==> config.mk <==
export PLATFORM = sky130hd
export DESIGN_NAME = two_axis_step_interpolator_flat
export DESIGN_NICKNAME = d
export VERILOG_FILES = /design/src/rtl/core/tsi_pkg.sv /design/src/rtl/core/tsi_if.sv /design/src/rtl/core/two_axis_step_interpolator.sv /design/src/flat_wrapper.sv
export SDC_FILE = /design/constraint.sdc
export NUM_CORES = 1
export LEC_CHECK = 0
export ABC_CLOCK_PERIOD_IN_PS = 8700
export BUFFER_PORTS_ARGS = -buffer_cell sky130_fd_sc_hd__buf_2
export CAP_MARGIN = 20
export CORE_MARGIN = 2
export CORE_UTILIZATION = 60
export CTS_BUF_LIST = sky130_fd_sc_hd__clkbuf_2
export CTS_CLUSTER_SIZE = 16
export DETAILED_ROUTE_END_ITERATION = 16
export GPL_TIMING_DRIVEN = 1
export PLACE_DENSITY = 0.9
export SETUP_SLACK_MARGIN = 0.15
export SYNTH_ARGS = -nofsm -noshare
export SYNTH_HDL_FRONTEND = slang
export SYNTH_SLANG_ARGS = --single-unit
==> constraint.sdc <==
create_clock -name clk -period 8.7 [get_ports clk]
set_input_delay 1.74 -clock clk [delete_from_list [all_inputs] [get_ports clk]]
set_output_delay 1.74 -clock clk [all_outputs]
set_load 0.02 [all_outputs]
==> src/rtl/core/tsi_pkg.sv <==
// ----------------------------------------------------------------------------
// tsi_pkg
// Shared widths, codes and payload types of the two-axis step interpolator.
// ----------------------------------------------------------------------------
`default_nettype none

package tsi_pkg;

  localparam int POSITION_BITS   = 24;
  localparam int STEP_COUNT_BITS = 16;
  localparam int DELAY_BITS      = 8;
  localparam int STATUS_BITS     = 3;

  localparam int CFG_DATA_BITS   = 32;
  localparam int CFG_ADDR_BITS   = 4;
  localparam int CFG_INDEX_BITS  = 2;

  localparam int MAX_MOVE_BITS   = 16;

  localparam logic [MAX_MOVE_BITS-1:0] MAX_MOVE_RESET  = MAX_MOVE_BITS'(5000);
  localparam logic [DELAY_BITS-1:0]    MIN_DELAY_RESET = DELAY_BITS'(3);
  localparam logic [DELAY_BITS-1:0]    MAX_DELAY_RESET = DELAY_BITS'(40);

  // largest delta that the step counters can hold
  localparam logic [31:0] CNT_MAX = 32'((64'd1 << STEP_COUNT_BITS) - 64'd1);

  typedef enum logic [CFG_INDEX_BITS-1:0] {
    REG_MAX_MOVE_STEPS = 2'd0,
    REG_MIN_STEP_DELAY = 2'd1,
    REG_MAX_STEP_DELAY = 2'd2
  } reg_index_t;

  typedef enum logic {
    OP_START = 1'b0,
    OP_TICK  = 1'b1
  } opcode_t;

  typedef enum logic [STATUS_BITS-1:0] {
    ST_NONE      = 3'd0,
    ST_ACCEPTED  = 3'd1,
    ST_NO_MOVE   = 3'd2,
    ST_TOO_LARGE = 3'd3,
    ST_BUSY      = 3'd4
  } status_t;

  typedef struct packed {
    logic                     opcode;
    logic [POSITION_BITS-1:0] left_target;
    logic [POSITION_BITS-1:0] right_target;
    logic [DELAY_BITS-1:0]    step_delay;
  } cmd_t;

  typedef struct packed {
    logic                   left_step;
    logic                   right_step;
    logic                   left_backward;
    logic                   right_backward;
    logic                   busy_res;
    logic                   move_done;
    logic [STATUS_BITS-1:0] status;
  } res_t;

endpackage

`default_nettype wire

==> src/rtl/core/tsi_if.sv <==
// ----------------------------------------------------------------------------
// tsi_if
// Command and result channels of the step interpolator, valid/ready.
// ----------------------------------------------------------------------------
`default_nettype none

interface tsi_cmd_if;
  logic                             valid;
  logic                             ready;
  logic                             opcode;
  logic [tsi_pkg::POSITION_BITS-1:0] left_target;
  logic [tsi_pkg::POSITION_BITS-1:0] right_target;
  logic [tsi_pkg::DELAY_BITS-1:0]    step_delay;

  modport source (output valid, output opcode, output left_target,
                  output right_target, output step_delay, input ready);
  modport sink   (input valid, input opcode, input left_target,
                  input right_target, input step_delay, output ready);
endinterface

interface tsi_res_if;
  logic                            valid;
  logic                            ready;
  logic                            left_step;
  logic                            right_step;
  logic                            left_backward;
  logic                            right_backward;
  logic                            busy_res;
  logic                            move_done;
  logic [tsi_pkg::STATUS_BITS-1:0] status;

  modport source (output valid, output left_step, output right_step,
                  output left_backward, output right_backward, output busy_res,
                  output move_done, output status, input ready);
  modport sink   (input valid, input left_step, input right_step,
                  input left_backward, input right_backward, input busy_res,
                  input move_done, input status, output ready);
endinterface

`default_nettype wire

==> src/rtl/core/two_axis_step_interpolator.sv <==
// ----------------------------------------------------------------------------
// two_axis_step_interpolator
// Bresenham-style two-axis stepper interpolator driven by move and tick items.
// ----------------------------------------------------------------------------
// Usage:
//   in_if carries commands: opcode start (absolute left/right targets and a
//   requested delay in ticks) or tick (one millisecond). Every command gives
//   exactly one result on out_if: step pulses, directions, busy, done, status.
//   The APB port (psel/penable/pwrite/paddr/pwdata) holds the move limit and
//   the delay clamp range at byte addresses 0, 4 and 8; write it while idle.
//   An accepted command is captured in an input register, evaluated against
//   the motion state in one pass and lands in the result register that
//   drives out_if. One command is taken per cycle, sustained while the
//   receiver keeps up, since each tick is one accumulate-compare per axis.
//   If the receiver stalls, the held result stays put and one more command
//   can still be taken into the input register; in_if.ready then drops.
//   Synchronous reset (rst_n low) clears positions, the move in progress and
//   both pipeline stages, and loads the register reset values 5000, 3, 40.
// ----------------------------------------------------------------------------
`default_nettype none

module two_axis_step_interpolator (
  input  wire logic                               clk,
  input  wire logic                               rst_n,
  tsi_cmd_if.sink                                 in_if,
  tsi_res_if.source                               out_if,
  input  wire logic                               psel,
  input  wire logic                               penable,
  input  wire logic                               pwrite,
  input  wire logic [tsi_pkg::CFG_ADDR_BITS-1:0]  paddr,
  input  wire logic [tsi_pkg::CFG_DATA_BITS-1:0]  pwdata,
  output logic      [tsi_pkg::CFG_DATA_BITS-1:0]  prdata,
  output logic                                    pready
);

  localparam int PB = tsi_pkg::POSITION_BITS;
  localparam int CB = tsi_pkg::STEP_COUNT_BITS;
  localparam int DB = tsi_pkg::DELAY_BITS;
  localparam int MB = tsi_pkg::MAX_MOVE_BITS;

  // configuration
  logic [MB-1:0] max_move_r;
  logic [DB-1:0] min_delay_r;
  logic [DB-1:0] max_delay_r;
  logic          cfg_wr;
  tsi_pkg::reg_index_t cfg_idx;

  // pipeline
  logic          s1_vld_r;
  tsi_pkg::cmd_t cmd_r;
  logic          out_vld_r;
  tsi_pkg::res_t res_r;
  tsi_pkg::res_t res_nxt;
  logic          out_take;
  logic          s1_fire;
  logic          in_fire;

  // motion state
  logic [PB-1:0]  lpos_r, lpos_nxt, rpos_r, rpos_nxt;
  logic [PB-1:0]  lgoal_r, lgoal_nxt, rgoal_r, rgoal_nxt;
  logic [CB-1:0]  ldelta_r, ldelta_nxt, rdelta_r, rdelta_nxt;
  logic [CB-1:0]  longest_r, longest_nxt;
  logic [CB-1:0]  lacc_r, lacc_nxt, racc_r, racc_nxt;
  logic [CB-1:0]  iter_r, iter_nxt;
  logic [DB-1:0]  wait_r, wait_nxt;
  logic [DB-1:0]  delay_r, delay_nxt;
  logic [1:0]     dir_r, dir_nxt;
  logic           moving_r, moving_nxt;

  // start evaluation
  logic           lback, rback;
  logic [PB-1:0]  labs, rabs;
  logic           too_large;
  logic [DB-1:0]  dly_lo, dly_clamp;
  logic [CB-1:0]  la_cnt, ra_cnt;
  // tick evaluation
  logic [CB:0]    lsum, rsum;
  logic           lhit, rhit;
  tsi_pkg::status_t status;

  // --------------------------------------------------------------------------
  // configuration port
  // --------------------------------------------------------------------------
  assign pready  = 1'b1;
  assign cfg_idx = tsi_pkg::reg_index_t'(paddr[tsi_pkg::CFG_ADDR_BITS-1:2]);
  assign cfg_wr  = psel && penable && pwrite && pready;

  always_comb begin
    prdata = '0;
    unique case (cfg_idx)
      tsi_pkg::REG_MAX_MOVE_STEPS: prdata = tsi_pkg::CFG_DATA_BITS'(max_move_r);
      tsi_pkg::REG_MIN_STEP_DELAY: prdata = tsi_pkg::CFG_DATA_BITS'(min_delay_r);
      tsi_pkg::REG_MAX_STEP_DELAY: prdata = tsi_pkg::CFG_DATA_BITS'(max_delay_r);
      default:                     prdata = '0;
    endcase
  end

  always_ff @(posedge clk) begin
    if (!rst_n) begin
      max_move_r  <= tsi_pkg::MAX_MOVE_RESET;
      min_delay_r <= tsi_pkg::MIN_DELAY_RESET;
      max_delay_r <= tsi_pkg::MAX_DELAY_RESET;
    end else if (cfg_wr) begin
      unique case (cfg_idx)
        tsi_pkg::REG_MAX_MOVE_STEPS: max_move_r  <= pwdata[MB-1:0];
        tsi_pkg::REG_MIN_STEP_DELAY: min_delay_r <= pwdata[DB-1:0];
        tsi_pkg::REG_MAX_STEP_DELAY: max_delay_r <= pwdata[DB-1:0];
        default: ;
      endcase
    end
  end

  // --------------------------------------------------------------------------
  // handshake
  // --------------------------------------------------------------------------
  assign out_take    = !out_vld_r || out_if.ready;
  assign s1_fire     = s1_vld_r && out_take;
  assign in_if.ready = !s1_vld_r || out_take;
  assign in_fire     = in_if.valid && in_if.ready;

  // --------------------------------------------------------------------------
  // start: deltas, limit check, delay clamp
  // --------------------------------------------------------------------------
  always_comb begin
    lback = cmd_r.left_target < lpos_r;
    rback = cmd_r.right_target < rpos_r;
    labs  = lback ? (lpos_r - cmd_r.left_target) : (cmd_r.left_target - lpos_r);
    rabs  = rback ? (rpos_r - cmd_r.right_target) : (cmd_r.right_target - rpos_r);
    too_large = (32'(labs) > 32'(max_move_r)) || (32'(rabs) > 32'(max_move_r)) ||
                (32'(labs) > tsi_pkg::CNT_MAX) || (32'(rabs) > tsi_pkg::CNT_MAX);
    la_cnt = CB'(labs);
    ra_cnt = CB'(rabs);
    // max clamp wins when the range is inverted
    dly_lo    = (cmd_r.step_delay < min_delay_r) ? min_delay_r : cmd_r.step_delay;
    dly_clamp = (dly_lo > max_delay_r) ? max_delay_r : dly_lo;
    if (dly_clamp == '0) begin
      dly_clamp = DB'(1);
    end
  end

  // --------------------------------------------------------------------------
  // tick: one dda iteration per axis
  // --------------------------------------------------------------------------
  always_comb begin
    lsum = {1'b0, lacc_r} + {1'b0, ldelta_r};
    rsum = {1'b0, racc_r} + {1'b0, rdelta_r};
    lhit = lsum >= {1'b0, longest_r};
    rhit = rsum >= {1'b0, longest_r};
  end

  always_comb begin
    lpos_nxt    = lpos_r;
    rpos_nxt    = rpos_r;
    lgoal_nxt   = lgoal_r;
    rgoal_nxt   = rgoal_r;
    ldelta_nxt  = ldelta_r;
    rdelta_nxt  = rdelta_r;
    longest_nxt = longest_r;
    lacc_nxt    = lacc_r;
    racc_nxt    = racc_r;
    iter_nxt    = iter_r;
    wait_nxt    = wait_r;
    delay_nxt   = delay_r;
    dir_nxt     = dir_r;
    moving_nxt  = moving_r;
    status      = tsi_pkg::ST_NONE;
    res_nxt     = '0;

    if (cmd_r.opcode == tsi_pkg::OP_START) begin
      priority if (moving_r) begin
        status = tsi_pkg::ST_BUSY;
      end else if (too_large) begin
        status = tsi_pkg::ST_TOO_LARGE;
      end else if (labs == '0 && rabs == '0) begin
        status = tsi_pkg::ST_NO_MOVE;
      end else begin
        status      = tsi_pkg::ST_ACCEPTED;
        lgoal_nxt   = cmd_r.left_target;
        rgoal_nxt   = cmd_r.right_target;
        ldelta_nxt  = la_cnt;
        rdelta_nxt  = ra_cnt;
        longest_nxt = (la_cnt > ra_cnt) ? la_cnt : ra_cnt;
        lacc_nxt    = '0;
        racc_nxt    = '0;
        iter_nxt    = (la_cnt > ra_cnt) ? la_cnt : ra_cnt;
        wait_nxt    = '0;
        delay_nxt   = dly_clamp;
        dir_nxt     = {rback, lback};
        moving_nxt  = 1'b1;
      end
    end else if (moving_r) begin
      priority if (wait_r != '0) begin
        wait_nxt = wait_r - DB'(1);
      end else if (iter_r == '0) begin
        lpos_nxt          = lgoal_r;
        rpos_nxt          = rgoal_r;
        moving_nxt        = 1'b0;
        res_nxt.move_done = 1'b1;
      end else begin
        lacc_nxt           = lhit ? CB'(lsum - {1'b0, longest_r}) : lsum[CB-1:0];
        racc_nxt           = rhit ? CB'(rsum - {1'b0, longest_r}) : rsum[CB-1:0];
        res_nxt.left_step  = lhit;
        res_nxt.right_step = rhit;
        iter_nxt           = iter_r - CB'(1);
        wait_nxt           = delay_r - DB'(1);
      end
    end

    res_nxt.left_backward  = dir_nxt[0];
    res_nxt.right_backward = dir_nxt[1];
    res_nxt.busy_res       = moving_nxt;
    res_nxt.status         = status;
  end

  // --------------------------------------------------------------------------
  // registers
  // --------------------------------------------------------------------------
  always_ff @(posedge clk) begin
    if (!rst_n) begin
      s1_vld_r  <= 1'b0;
      out_vld_r <= 1'b0;
      lpos_r    <= '0;
      rpos_r    <= '0;
      lgoal_r   <= '0;
      rgoal_r   <= '0;
      ldelta_r  <= '0;
      rdelta_r  <= '0;
      longest_r <= '0;
      lacc_r    <= '0;
      racc_r    <= '0;
      iter_r    <= '0;
      wait_r    <= '0;
      delay_r   <= '0;
      dir_r     <= '0;
      moving_r  <= 1'b0;
    end else begin
      if (in_if.ready) begin
        s1_vld_r <= in_if.valid;
      end
      if (out_take) begin
        out_vld_r <= s1_vld_r;
      end
      if (s1_fire) begin
        lpos_r    <= lpos_nxt;
        rpos_r    <= rpos_nxt;
        lgoal_r   <= lgoal_nxt;
        rgoal_r   <= rgoal_nxt;
        ldelta_r  <= ldelta_nxt;
        rdelta_r  <= rdelta_nxt;
        longest_r <= longest_nxt;
        lacc_r    <= lacc_nxt;
        racc_r    <= racc_nxt;
        iter_r    <= iter_nxt;
        wait_r    <= wait_nxt;
        delay_r   <= delay_nxt;
        dir_r     <= dir_nxt;
        moving_r  <= moving_nxt;
      end
    end
  end

  always_ff @(posedge clk) begin
    if (in_fire) begin
      cmd_r.opcode       <= in_if.opcode;
      cmd_r.left_target  <= in_if.left_target;
      cmd_r.right_target <= in_if.right_target;
      cmd_r.step_delay   <= in_if.step_delay;
    end
    if (s1_fire) begin
      res_r <= res_nxt;
    end
  end

  assign out_if.valid          = out_vld_r;
  assign out_if.left_step      = res_r.left_step;
  assign out_if.right_step     = res_r.right_step;
  assign out_if.left_backward  = res_r.left_backward;
  assign out_if.right_backward = res_r.right_backward;
  assign out_if.busy_res       = res_r.busy_res;
  assign out_if.move_done      = res_r.move_done;
  assign out_if.status         = res_r.status;

endmodule

`default_nettype wire

==> src/flat_wrapper.sv <==
// flat-port wrapper written by rule: the top's interface ports become plain ports
module two_axis_step_interpolator_flat 
  (clk, rst_n, psel, penable, pwrite, paddr, pwdata, prdata, pready, in_if_valid, in_if_opcode, in_if_left_target, in_if_right_target, in_if_step_delay, in_if_ready, out_if_valid, out_if_left_step, out_if_right_step, out_if_left_backward, out_if_right_backward, out_if_busy_res, out_if_move_done, out_if_status, out_if_ready);
  tsi_cmd_if in_if_i ();
  tsi_res_if out_if_i ();
  input  wire logic clk;
  input  wire logic rst_n;
  input  wire logic psel;
  input  wire logic penable;
  input  wire logic pwrite;
  input  wire logic [tsi_pkg::CFG_ADDR_BITS-1:0] paddr;
  input  wire logic [tsi_pkg::CFG_DATA_BITS-1:0] pwdata;
  output logic      [tsi_pkg::CFG_DATA_BITS-1:0] prdata;
  output logic pready;
  input wire logic [$bits(in_if_i.valid)-1:0] in_if_valid;
  input wire logic [$bits(in_if_i.opcode)-1:0] in_if_opcode;
  input wire logic [$bits(in_if_i.left_target)-1:0] in_if_left_target;
  input wire logic [$bits(in_if_i.right_target)-1:0] in_if_right_target;
  input wire logic [$bits(in_if_i.step_delay)-1:0] in_if_step_delay;
  output wire logic [$bits(in_if_i.ready)-1:0] in_if_ready;
  output wire logic [$bits(out_if_i.valid)-1:0] out_if_valid;
  output wire logic [$bits(out_if_i.left_step)-1:0] out_if_left_step;
  output wire logic [$bits(out_if_i.right_step)-1:0] out_if_right_step;
  output wire logic [$bits(out_if_i.left_backward)-1:0] out_if_left_backward;
  output wire logic [$bits(out_if_i.right_backward)-1:0] out_if_right_backward;
  output wire logic [$bits(out_if_i.busy_res)-1:0] out_if_busy_res;
  output wire logic [$bits(out_if_i.move_done)-1:0] out_if_move_done;
  output wire logic [$bits(out_if_i.status)-1:0] out_if_status;
  input wire logic [$bits(out_if_i.ready)-1:0] out_if_ready;
  assign in_if_i.valid = in_if_valid;
  assign in_if_i.opcode = in_if_opcode;
  assign in_if_i.left_target = in_if_left_target;
  assign in_if_i.right_target = in_if_right_target;
  assign in_if_i.step_delay = in_if_step_delay;
  assign in_if_ready = in_if_i.ready;
  assign out_if_valid = out_if_i.valid;
  assign out_if_left_step = out_if_i.left_step;
  assign out_if_right_step = out_if_i.right_step;
  assign out_if_left_backward = out_if_i.left_backward;
  assign out_if_right_backward = out_if_i.right_backward;
  assign out_if_busy_res = out_if_i.busy_res;
  assign out_if_move_done = out_if_i.move_done;
  assign out_if_status = out_if_i.status;
  assign out_if_i.ready = out_if_ready;
  two_axis_step_interpolator u_core (.clk(clk), .rst_n(rst_n), .in_if(in_if_i), .out_if(out_if_i), .psel(psel), .penable(penable), .pwrite(pwrite), .paddr(paddr), .pwdata(pwdata), .prdata(prdata), .pready(pready));
endmodule
==> impl_results.md <==
- Number of synthesized flops with an enable pin: 66
- Vias per inst: 6.228
- Worst EP required: 9.56 ns
- Synth warn: 0
- Worst Hold Slack: 0.4248 ns
- CTS H-Tree Depth: 3
- First-pass GRT wire length: 100500 um
- Synth cell types: 93
- Initial Util: 0.6096
- Setup crit end kind: flip-flop
- Power Density: 131.7 nW/um2
- Synth top area share: 0.2192
- Ys async rst share: 0
- Status: complete, no violations
- Leakage: 0.01004 uW
- Area of the multi-input gates: 13940 um2
- FF/Latch Area: 6887 um2
- DRC: 0
- Grt ovf: 0
- Worst skew pair latency: 1.01 ns
- Vias in the first global route: 20410
- I/O Buffers: 108
- Commonest non-fill, non-tap cell in the layout: nand2_1
- Final Slew Violations: 0
- Initial DRT Pass Iterations: 8
- Met1 Usage GRT: 0.4053
- Layout Skew: 0.08540 ns
- Crit Path Class: reg2reg
- Post-synth top area cell: dfxtp_1
- Number of CTS-inserted buffers: 81
- Commonest non-fill, non-tap cells in the layout: 333 x nand2_1, 245 x a21oi_1, 245 x dfxtp_1, 225 x ha_1, 220 x inv_1
- Met3 usage: 0.05498
- DP HPWL: 46020 um
- FP Rows: 70
- Layout area overhead: 6.566%
- Placed instance area: 23040 um2
- Post-Synthesis Cells: 2772
- I/O pin cnt: 144
- Max-Cap Viols: 0
- DRT antenna net count: 0
- Largest net degree at the start of global routing: 109
- Placed Instances: 3227
- Ratio of final minimum period to clock period: 0.8711
- # setup viols final: 0
- Post-synth top flop: dfxtp_1
- Worst path arrival time: 8.44 ns
- Chip Height: 197.1 um
- CTS tree: yes
- Number of setup buffers added after CTS: 0
- Crit Path Max Fanout: 46
- Rel. slew slack: 0.2588
- Total GRT Usage: 0.3175
- Hold crit path type: reg2reg
- Maximum VDD drop: 0.1553 mV
- Initial antenna violation count: 3
- Non-filler instance count after layout: 3377
- Routed WL: 62150 um
- Busiest grt layer: met2
- Min Clock Period, post-route: 7.578 ns
- Total power: 3141 uW
- Syn_area_per_cell: 8.071 um2
- GP Congestion: 0.9319
- Via count: 21030
- Worst slew pin tran: 1.112 ns
- CTS root buf: clkbuf_2
- Setup TNS Final: 0 ns
- Core area: 36700 um2
- Crit start category: flip-flop
- Max Freq: 132.0 MHz
- DIE AREA: 38850 um2
- Clock Sink Count: 311
- Post-synthesis register bit count: 311
- Hold_buf cts: 0
- Mapped cell area: 22370 um2
- Fin nets: 3179
- Clock-pin slew on the worst setup and hold paths: 0.10 ns
- Post-CTS Resized: 0
- Met2 track demand over resource: 0.5260
- Initial detailed-routing violation count: 1634
- Layout cells sized above 1: 0.1188
- Unrepaired setup endpoints after global routing: no
- Die width: 197.1 um
- Clock Tree Buf Depth: 3
- Synth area leaders: dfxtp_1 22%, ha_1 13%, edfxtp_1 8.9%
- Sequential fraction of the synthesis area: 0.3078
- Final Hold Fails: 0
- WL/cell: 18.40 um
- Post-route cell area: 23840 um2
- Fillers: 3101
## critical path, cell delays in order (launching register included)
cell      delay (ns)
edfxtp_1        0.47
inv_1           0.09
ha_1            0.17
inv_1           0.06
fa_1            0.42
a21oi_1         0.24
o211ai_1        0.22
a21o_1          0.24
a21bo_1         0.17
buf_4           0.20
nand2_1         0.57
mux2_2          0.42
xor2_1          0.38
inv_1           0.13
ha_1            0.32
nand4_1         0.10
nor2_1          0.16
nand3_1         0.12
or3_1           0.40
a221oi_1        0.28
and4_1          0.22
nand4b_1        0.12
or4_1           0.64
nor4_4          0.55
buf_4           0.49
nand3_1         0.14
o21ai_0         0.12
## flip-flops by register name, summed over array words and instances, names as in the netlist, 2 cells and up
name / flops
u_core.cmd_r: 57
u_core.min_delay_r: 8
u_core.rdelta_r: 16
u_core.dir_r: 2
u_core.rgoal_r: 24
u_core.ldelta_r: 16
u_core.wait_r: 8
u_core.lgoal_r: 24
u_core.max_delay_r: 8
u_core.lacc_r: 16
u_core.lpos_r: 24
u_core.rpos_r: 24
u_core.delay_r: 8
u_core.out_if.status: 3
u_core.iter_r: 16
u_core.max_move_r: 16
u_core.racc_r: 16
u_core.longest_r: 16
## layer usage
layer	wire length (um)	part of all wire
met5	0	0
met4	2336	0.038
met3	4367	0.070
met2	28790	0.46
met1	26660	0.43
## Yosys cell counts, types with 23 or more instances
master	number
nand4_1	33
o211ai_1	23
a211oi_1	49
nor2_1	144
nand3_1	126
xor2_1	27
a21o_1	56
dfxtp_1	245
nand2_1	333
buf_2	27
mux2_2	32
inv_1	220
o21ai_0	200
nand2b_1	28
clkbuf_1	97
mux2i_1	43
a32o_1	35
a21oi_1	246
xnor2_1	46
o21a_1	26
nor3_1	52
nor2b_1	28
edfxtp_1	66
buf_4	23
ha_1	225
## layout make-up
type                    instances  area share
clock inverters                19    0.004828
flip-flops and latches        311      0.2888
well taps                     468     0.02456
diodes                          4   0.0004198
multi-input cells            2088      0.5846
inverters                     222     0.03506
repair buffers                142     0.03590
clock buffers                 123     0.02582
## final timing paths
kind / startpoint / depth (start not counted) / end / slack [ns]
hold reg to reg: u_core.lgoal_r[23]$_SDFFE_PN0P_ / 2 / u_core.lpos_r[23]$_SDFFE_PN0P_ / 0.42
hold / removal: u_core.lgoal_r[23]$_SDFFE_PN0P_ / 2 / u_core.lpos_r[23]$_SDFFE_PN0P_ / 0.42
setup / recovery: u_core.cmd_r[8]$_DFFE_PP_ / 26 / u_core.lgoal_r[13]$_SDFFE_PN0P_ / 1.12
setup reg to reg: u_core.cmd_r[8]$_DFFE_PP_ / 26 / u_core.lgoal_r[13]$_SDFFE_PN0P_ / 1.12
## power by group
| group | total, uW | switching (uW) | internal (uW) | leakage [uW] |
|---|---|---|---|---|
| Sequential | 1510 | 16.3 | 1490 | 0.00262 |
| Combinational | 606 | 400 | 206 | 0.00684 |
| Clock | 1020 | 619 | 406 | 0.000575 |
| Total | 3140 | 1040 | 2110 | 0.0100 |
## cells by family after synthesis
| kind of cell | after synthesis | share of synthesized area |
|---|---|---|
| adder cells (fa/ha/maj) | 233 | 0.1330 |
| AO/OA/AOI/OAI | 826 | 0.2378 |
| other | 2 | 0.0003357 |
| buffers and inverters | 388 | 0.07304 |
| flip-flops | 311 | 0.3078 |
| XOR/XNOR | 74 | 0.02931 |
| AND/OR/NAND/NOR | 862 | 0.1827 |
| multiplexers | 76 | 0.03602 |
## per-stage QoR
step                      setup slack (ns)  utilization
final                                1.122       0.6497
after global routing                0.7390       0.6497
after floorplan                      2.776            -
after detailed placement             1.272       0.6279
after CTS                            1.186       0.6478
after global placement               1.408       0.6279
(Power assumes the default switching activity.)
